--- config.mk ---
export PLATFORM = sky130hd
export DESIGN_NAME = mi3_merge
export DESIGN_NICKNAME = d
export VERILOG_FILES = /design/src/sv/mi3_pkg.sv /design/src/sv/mi3_merge.sv
export SDC_FILE = /design/constraint.sdc
export NUM_CORES = 1
export LEC_CHECK = 0
export ABC_AREA = 0
export BUFFER_PORTS_ARGS = -buffer_cell sky130_fd_sc_hd__buf_2
export CORE_UTILIZATION = 33
export CTS_BUF_LIST = sky130_fd_sc_hd__clkbuf_8 sky130_fd_sc_hd__clkbuf_16
export DETAILED_ROUTE_END_ITERATION = 8
export HOLD_SLACK_MARGIN = 0.02
export PLACE_DENSITY_LB_ADDON = 0.15
export RECOVER_POWER = 50
export SYNTH_ARGS = -nofsm -noshare
export SYNTH_HDL_FRONTEND = slang
export SYNTH_SLANG_ARGS = --single-unit
--- constraint.sdc ---
create_clock -name clk -period 1.07 [get_ports clk]
set_clock_uncertainty 0.05 [all_clocks]
set_input_delay 0.214 -clock clk [delete_from_list [all_inputs] [get_ports clk]]
set_output_delay 0.214 -clock clk [all_outputs]
set_load 0.02 [all_outputs]
--- src/sv/mi3_pkg.sv ---
// Shared constants, types and width helpers for the 3x3 matrix inverse core.
`default_nettype none
package mi3_pkg;

	localparam int ENTRY_WIDTH_DEF = 32;
	localparam int FRAC_BITS_DEF   = 16;

	typedef struct packed {
		logic neg;
		logic ovf;
	} mi3_flags_t;

	function automatic int mi3_xw(input int w, input int f);
		int a;
		a = 2 * w + 2 * f;
		if (a < 3 * w + 2) begin
			a = 3 * w + 2;
		end
		return a + w + 2;
	endfunction

endpackage
`default_nettype wire

--- src/sv/mi3_merge.sv ---
// Merge stage: signs and saturates the lane quotients into the output register.
`default_nettype none
module mi3_merge #(
	parameter int W = mi3_pkg::ENTRY_WIDTH_DEF
) (
	input  wire logic                 clk,
	input  wire logic                 arst_n,
	input  wire logic                 en,
	input  wire logic                 vld,
	input  wire logic                 sing,
	input  wire logic [W-1:0]         det,
	input  wire logic [W-1:0]         q [9],
	input  wire mi3_pkg::mi3_flags_t  flags [9],
	output logic                      vld_q,
	output logic [W-1:0]              r_q [9],
	output logic [W-1:0]              det_q,
	output logic                      sing_q
);
	localparam logic [W-1:0] HALF = {1'b1, {(W - 1){1'b0}}};

	logic [W-1:0] sat [9];

	always_comb begin
		for (int i = 0; i < 9; i++) begin
			if (sing) begin
				sat[i] = '0;
			end else if (flags[i].ovf) begin
				sat[i] = flags[i].neg ? HALF : ~HALF;
			end else if (flags[i].neg) begin
				sat[i] = (q[i] > HALF) ? HALF : W'(-q[i]);
			end else begin
				sat[i] = (q[i] > ~HALF) ? ~HALF : q[i];
			end
		end
	end

	always_ff @(posedge clk or negedge arst_n) begin
		if (!arst_n) begin
			vld_q <= 1'b0;
		end else if (en) begin
			vld_q <= vld;
		end
	end

	always_ff @(posedge clk) begin
		if (en) begin
			r_q    <= sat;
			det_q  <= sing ? '0 : det;
			sing_q <= sing;
		end
	end
endmodule
`default_nettype wire

==> metrics, run 1 <==
clk root buf=clkbuf_16; Port-buffer cells=664; Worst EP arrival=2470 ps; GRT Total Usage=26.04%; Final Critical Period=2109 ps; Overflow after GRT=0; count leader, synth=nor2_1; Setup crit end kind=register; Die W=257.1 µm; violated checks=setup timing; DR WL met3=5504 µm; clk_lat worst skew=560 ps; Vias/cell=5.212; Worst path slowest cell=or4_4; First-pass DRT Iterations=6; htree depth=2; # nets final=4,055; # clock sinks=322; Yosys reg bits=322; fin crit share=197.1%; max cap viols=0; Layout Utilization=58.77%; Post-synth top cells=461 x nor2_1, 321 x edfxtp_1, 178 x nor3_1; final wirelength=89,810 µm; Core Box Area=64,350 µm²; CTS max path bufs=3; DIE AREA=66,100 µm²; CP Launch Type=primary input; Setup Crit Path Kind=primary input to register; Crit path top cell by count=or4_4; chip height=257.1 µm; CTS tree=built; most area-consuming cells after synthesis=edfxtp_1 45%, nor2_1 8.1%, o22a_1 4.6%; status=finished with violations; sequential fraction of the synthesis area=45.01%; routed length on met2=45,770 µm; Max Fclk=0.4741 GHz; critical path data required time=1430 ps; P&R area growth vs syn=76.10%; layout cells sized above 1=52.56%; cell area power density=1094 nW/µm²; top_reg_cell synth=edfxtp_1; Post-synth EDFFs=321; Rel. slew slack=63.70%; type of the tightest min-delay check=primary input to register; Pwr Total=0.04136 W; DR vias=23,970; clk slew on worst S/H paths=60 ps; CTS Buf Count=40; number of global-route vias before repair=24,160; ys async rst share=0.3106%; Syn Nets=2,678; I/O Pins=665; placer congestion estimate=0.9318; synthesis warning total=0; Crit Path Max Fanout=8; wl on met1=34,270 µm; initial antenna violation count=19; Mapped Area=21,470 µm²; average size of a mapped cell=9.232 µm²; Final Max Tran Viols=0; CP peak stage delay=550 ps; DR iter-0 viols=1,153; row cnt=93; Final WS setup=-1039 ps; Cell Chain, Critical Path=buf_6 -> or4_4 -> or4_4 -> or4_4 -> o21a_4 -> clkbuf_16 -> o22a_1 -> nor2_1; synth unique cells=75; worst slew pin tran=542.4 ps; DRC violations left=0; synthesized instance count=2,326; first-pass GRT wire length=136,100 µm; Starting Density=33.37%; ANT nets after route=0; share of the synthesized area in the top cell type=44.89%; RSZ-0062 raised after global routing=true; routed len/inst=19.52 µm; final hold violation count=0; maximum vdd drop=1.140 mV; post-synth top area cell=edfxtp_1; hpwl dp=68,380 µm; Pleak=15.61 nW; Setup violations, final=762; largest net degree at the start of global routing=37; highest metal used=met5
-- worst max-delay path: cells and delay by family --
kind / cells / cell delay, ps
AND/OR/NAND/NOR: 4 / 1520
AO/OA/AOI/OAI: 2 / 460
buffers and inverters: 2 / 260
-- state kept, by name (all words and copies together), names as in the netlist --
register / cells
r_q: 288
vld_q: 1
sing_q: 1
det_q: 32
-- through the flow --
| stage | setup WS, ps | TNS (ps) | cell area [µm²] | instances | hold slack [ps] |
|---|---|---|---|---|---|
| 6_report | -1039 | -307540 | 37820 | 4600 | 64.25 |
| 5_1_grt | -1033 | -333520 | 37810 | 4597 | 55.54 |
| 4_1_cts | -952.8 | -298220 | 37060 | 4571 | 21.02 |
| 3_5_place_dp | -1722 | -398290 | 32440 | 4406 | -60.15 |
| 3_3_place_gp | -1736 | -392930 | 32440 | 4406 | -61.71 |
| 2_1_floorplan | -1504 | -309860 | 23150 | 2326 | -131.6 |
-- final cells by class --
cell class                 count  area (µm²)
clock buffer                  41        1026
inverter                      30       177.7
antenna                       12       30.03
clock inverter                31       372.9
multi-input combinational   1813       13920
timing repair buffer        1496       11560
sequential                   322        9664
fill                        5521       26530
tap                          855        1070
-- final timing paths --
| kind | startpoint | endpoint | slack [ps] | cells after the start |
|---|---|---|---|---|
| max reg2reg | vld_q | vld_q | 260 | 1 |
| max | q[90] | r_q[69] | -1040 | 8 |
| max in group asynchronous | arst_n | vld_q | 440 | 3 |
| min in group asynchronous | arst_n | vld_q | 430 | 3 |
| min reg2reg | vld_q | vld_q | 480 | 1 |
| min | q[128] | r_q[128] | 60 | 4 |
-- kinds of logic after synthesis --
family | after synthesis | share of synthesized area [%]
AOI/OAI and AO/OA | 446 | 15.04
xor gates and xnor gates | 72 | 2.937
adders and majority gates | 9 | 0.5244
buffers and inverters | 193 | 3.583
DFF | 322 | 45.01
muxes | 109 | 5.168
and+or+nand+nor | 1175 | 27.74
-- layer usage --
metal	GRT usage, %	vias to the layer above
li1	-	11500
met1	29.32	11510
met2	46.82	735
met3	5.615	215
met4	11.64	8
met5	0	-
-- report_power, final --
group | switching, W | internal [W]
clock | 0.00578 | 0.00893
combinational | 0.00598 | 0.00507
sequential | 0.000485 | 0.0151
total | 0.0122 | 0.0291
-- cell usage in the layout (no fill, tap or decap), drive strengths merged, types with 34 or more instances in the layout --
| cell type | count |
|---|---|
| xor2 | 54 |
| nand2 | 70 |
| o22a | 113 |
| nor3 | 178 |
| a21oi | 104 |
| nand2b | 36 |
| nor2b | 117 |
| nor4 | 85 |
| nor2 | 461 |
| edfxtp | 321 |
| buf | 1439 |
| mux2i | 94 |
| clkbuf | 55 |
| a211oi | 66 |
| dlygate4sd3 | 43 |
| nor3b | 34 |
| or3 | 53 |
-- what timing repair did --
| item | in CTS | in global routing |
|---|---|---|
| setup buffers | 48 | 24 |
| hold endpoints to repair | 49 | 1 |
| setup endpoints to repair | 610 | 762 |
| hold buffers | 42 | 1 |
| gates cloned | 6 | 4 |
| pin swaps | 138 | 101 |
| gates resized for setup | 600 | 149 |
(Power assumes the default switching activity.)
==> inputs of run 2 (changes only) <==
CAP_MARGIN = 20   (was unset)
GPL_TIMING_DRIVEN = 0   (was unset)
==> metrics, run 2 (synthesized netlist as in run 1, its figures left out) <==
I/O Pins=665; Filler cells=5,664; hold_ws=49.64 ps; layout cells sized above 1=44.13%; fin crit share=205.4%; clk slew on worst S/H paths=70 ps; kind of cell adding the most delay to the critical path=simple AND/OR/NAND/NOR gates; fin area=35,390 µm²; Final Critical Period=2198 ps; routed len/inst=22.41 µm; Crit Path Max Fanout=5; Rel. slew slack=38.67%; DR vias=23,070; clk_lat worst skew=560 ps; Hold Crit Depth=3; CTS Buf Count=43; first-pass GRT wire length=137,600 µm; Crit path top cell by count=or4_4; Placed Area=27,650 µm²; ANT nets after route=0; reg2reg setup slack=290 ps; DR iter-0 viols=1,408; Vias/cell=5.497; largest net degree at the start of global routing=118; hpwl dp=67,110 µm; DRC violations left=0; Starting Density=33.37%; final wirelength=94,030 µm; worst slew pin tran=920.0 ps; GRT Total Usage=26.85%; Final Max Tran Viols=0; maximum vdd drop=1.139 mV; Cell Chain, Critical Path=buf_8 -> or4_4 -> or4_4 -> or4_4 -> o21a_4 -> a21o_1 -> buf_6 -> a211oi_2; leading cell type in the layout, fill and taps excluded=nor2_1; R2R cell count=1; chip height=257.1 µm; Worst EP arrival=2550 ps; row cnt=93; max cap viols=0; Pwr Total=0.04135 W; most frequent cells in the layout=424 x nor2_1, 405 x buf_2, 321 x edfxtp_1; initial antenna violation count=38; CTS tree=built; Largest register FFs=288; Hold Crit Start=q[61]; Final WS setup=-1128 ps; violated checks=setup timing; Setup violations, final=843; status=finished with violations; Setup Crit Path Kind=primary input to register; Worst Path Buf+Inv=2; DIE AREA=66,100 µm²; Layout Utilization=54.99%; Worst path slowest cell=or4_4; type of the tightest min-delay check=primary input to register; Setup TNS=-368,690 ps; CTS max path bufs=3; First-pass DRT Iterations=7; RSZ-0062 raised after global routing=true; Reg2Reg Launch Point=vld_q; clk root buf=clkbuf_16; P&R area growth vs syn=64.79%; CP Launch Type=primary input; CP peak stage delay=550 ps; placer congestion estimate=0.9053; Core Box Area=64,350 µm²; Port-buffer cells=660; Critical R2R Capture=vld_q; Most flops, register=r_q; number of global-route vias before repair=22,650; Die W=257.1 µm; # clock sinks=322; Pleak=13.70 nW; Reg area=9664 µm²; Overflow after GRT=0; # nets final=3,640; worst hold endpoint=r_q[62]; final hold violation count=0; Top Registers=r_q: 288 flops, det_q: 32 flops; cell area power density=1169 nW/µm²; Setup crit end kind=register; htree depth=2; Max Fclk=0.4550 GHz; area taken by multi-input logic gates=14,280 µm²; critical path data required time=1420 ps
## run 2: changes by cell type in the layout (fill, tap and decap cells not counted), sizes merged
cell and delta:
buf -560, clkbuf +116, dlygate4sd3 +32, diode +7, inv +6, clkinvlp -2, a21o -1, a21oi -1
clkinv -1
## run 2: area by class of cell
cell class	instances	share of cell area, %
Antenna cell	19	0.1344
Buffer	145	2.475
Clock buffer	45	3.182
Clock inverter	34	1.043
Inverter	30	0.5233
Multi-Input combinational cell	1811	40.36
Sequential cell	322	27.31
Tap cell	855	3.023
Timing Repair Buffer	935	21.94
## run 2: worst max-delay path by stage
stage	slack, ps	cells past startpoint	end	start
6_report	-1130	8	r_q[75]	q[90]
5_1_grt	-1130	8	r_q[75]	q[90]
4_1_cts	-1130	9	r_q[75]	q[90]
3_5_place_dp	-2110	6	r_q[180]	sing
3_3_place_gp	-5300	2	vld_q	en
2_1_floorplan	-1500	9	r_q[159]	q[136]
## run 2: through the flow
stage | instances | worst slack (ps)
5_1_grt | 4190 | -1125
3_5_place_dp | 3847 | -2111
2_1_floorplan | 2326 | -1504
6_report | 4196 | -1128
3_3_place_gp | 3841 | -5303
4_1_cts | 4132 | -1132
## run 2: repair_timing
| item | CTS | global route |
|---|---|---|
| setup buffers | 130 | 54 |
| pin swaps | 140 | 135 |
| cloned | 12 | 3 |
| setup endpoints to repair | 875 | 843 |
| resized for setup | 425 | 705 |
| endpoints found under the hold margin | 74 | 0 |
| hold buffers | 75 | 0 |
## run 2: layer usage
| metal | vias to the layer above | global-route usage (%) | share of wire, % |
|---|---|---|---|
| li1 | 10700 | - | - |
| met1 | 11240 | 30.87 | 38 |
| met2 | 863 | 46.77 | 50 |
| met3 | 230 | 7.171 | 7.1 |
| met4 | 34 | 11.33 | 4.5 |
| met5 | - | 0 | 0.24 |
## run 2: worst min-delay path, cell delays in order
cell and delay (ps):
buf_2 150, nor4_4 70, o221ai_2 110
## run 2: power by group
part	leakage (nW)	internal, W	switching, W
logic	9.84	0.00435	0.00602
clock network	0.766	0.00952	0.00589
registers	3.10	0.0151	0.000433
==> inputs of run 3 (changes only) <==
CORE_ASPECT_RATIO = 0.8   (was unset)
MAX_ROUTING_LAYER = met4   (was unset)
clock period = 2.7 ns   (was 1.07 ns; I/O delays follow)
==> metrics, run 3 (synthesized netlist as in run 1, its figures left out) <==
# nets final=3,395; clk slew on worst S/H paths=60 ps; placer congestion estimate=0.9316; Most flops, register=r_q; final hold violation count=0; CTS max path bufs=3; chip height=230.2 µm; RSZ-0062 raised after global routing=true; largest net degree at the start of global routing=105; most frequent cells in the layout=516 x buf_2, 459 x nor2_1, 321 x edfxtp_1; hpwl dp=67,180 µm; Setup Crit Path Kind=primary input to register; first-pass GRT wire length=126,200 µm; P&R area growth vs syn=28.85%; Die W=287.2 µm; # clock sinks=322; critical path data required time=2970 ps; CP Launch Type=primary input; Core Box Area=64,280 µm²; Top Registers=r_q: 288 flops, det_q: 32 flops; Final WS setup=-11.89 ps; htree depth=2; Worst Path Buf+Inv=3; pre-CTS setup slack=-1408 ps; CTS Buf Count=41; Rel. slew slack=-3.013%; violated checks=slew limit, setup timing; fin area=27,670 µm²; clk root buf=clkbuf_16; number of global-route vias before repair=20,170; First-pass DRT Iterations=5; Max Fclk=0.3687 GHz; initial antenna violation count=31; Hold Crit Depth=2; row cnt=83; final wirelength=86,970 µm; maximum vdd drop=0.4776 mV; Placed Area=26,180 µm²; Setup violations, final=1; DR iter-0 viols=1,552; Worst path slowest cell=or3_1; max cap viols=0; kind of cell adding the most delay to the critical path=simple AND/OR/NAND/NOR gates; ANT nets after route=0; Cell Chain, Critical Path=buf_2 -> inv_1 -> ha_1 -> or3b_4 -> or3_1 -> nor2_2 -> nand2_1 -> and3_1 -> clkbuf_1 -> nor4_1; DR vias=21,680; Filler cells=6,475; status=finished with violations; GRT Total Usage=25.79%; clk_lat worst skew=550 ps; Crit Path Max Fanout=9; CP peak stage delay=510 ps; leading cell type in the layout, fill and taps excluded=buf_2; Port-buffer cells=660; Pleak=10.03 nW; Vias/cell=5.492; CP Depth=10; Final Max Tran Viols=104; fin crit share=100.4%; Pwr Total=0.01495 W; Overflow after GRT=0; I/O Pins=665; CTS tree=built; Worst EP arrival=2980 ps; R2R cell count=1; DRC violations left=0; layout cells sized above 1=23.97%; type of the tightest min-delay check=primary input to register; Largest register FFs=288; cell area power density=540.3 nW/µm²; Final Critical Period=2712 ps; Setup crit end kind=register; Starting Density=33.40%; worst slew pin tran=1545 ps; routed len/inst=22.03 µm; Setup TNS=-11.89 ps; DIE AREA=66,100 µm²; hold_ws=178.7 ps
-- run 3: cell types whose count changed in the layout (fill, tap and decap cells not counted), moves of 46 or more --
cell / delta
clkbuf_1: +194
a211oi_1: +50
buf_2: +111
buf_6: -277
buf_4: -114
nor4_4: -46
dlygate4sd3_1: -74
nor3_1: +55
-- run 3: final cells by class --
type	count	area, µm²	share of cell area [%]
plain buffers	159	684.4	2.474
clock buffers	43	1076	3.889
inverters	30	112.6	0.4070
repair buffers	678	3302	11.93
well taps	850	1064	3.844
diodes	26	65.06	0.2351
flip-flops and latches	322	9664	34.93
multi-input cells	1811	11380	41.14
clock inverters	28	317.8	1.149
-- run 3: worst paths after layout --
path	start	to	slack, ps
hold reg to reg	vld_q	vld_q	460
setup / recovery	q[161]	r_q[164]	-10
setup reg to reg	vld_q	vld_q	1900
max in group asynchronous	arst_n	vld_q	2250
min in group asynchronous	arst_n	vld_q	270
hold / removal	vld	vld_q	180
-- run 3: power by group --
group	switching, W	total [W]	internal (W)
registers	0.000130	0.00612	0.00600
logic	0.00206	0.00302	0.000960
clock network	0.00227	0.00581	0.00354
-- run 3: what timing repair did --
action,4_1_cts,5_1_grt
setup endpoints to repair,210,75
hold buffers,1,0
cloned,0,0
setup buffers,0,9
resized for setup,15,32
pin swaps,2,5
endpoints found under the hold margin,1,0
-- run 3: stage by stage --
step           utilization, %  std cells
2_1_floorplan               -       2326
6_report                43.04       3947
4_1_cts                 42.99       3913
3_3_place_gp            40.49       3836
5_1_grt                 43.03       3943
3_5_place_dp            40.72       3843
-- run 3: metal layers --
layer | up-vias | routed length [µm] | GRT usage (%)
met1 | 10510 | 35860 | 32.31
met2 | 841 | 41390 | 40.85
met4 | 0 | 2369 | 7.962
met3 | 137 | 7344 | 6.290
met5 | - | 0 | -
li1 | 10190 | - | -
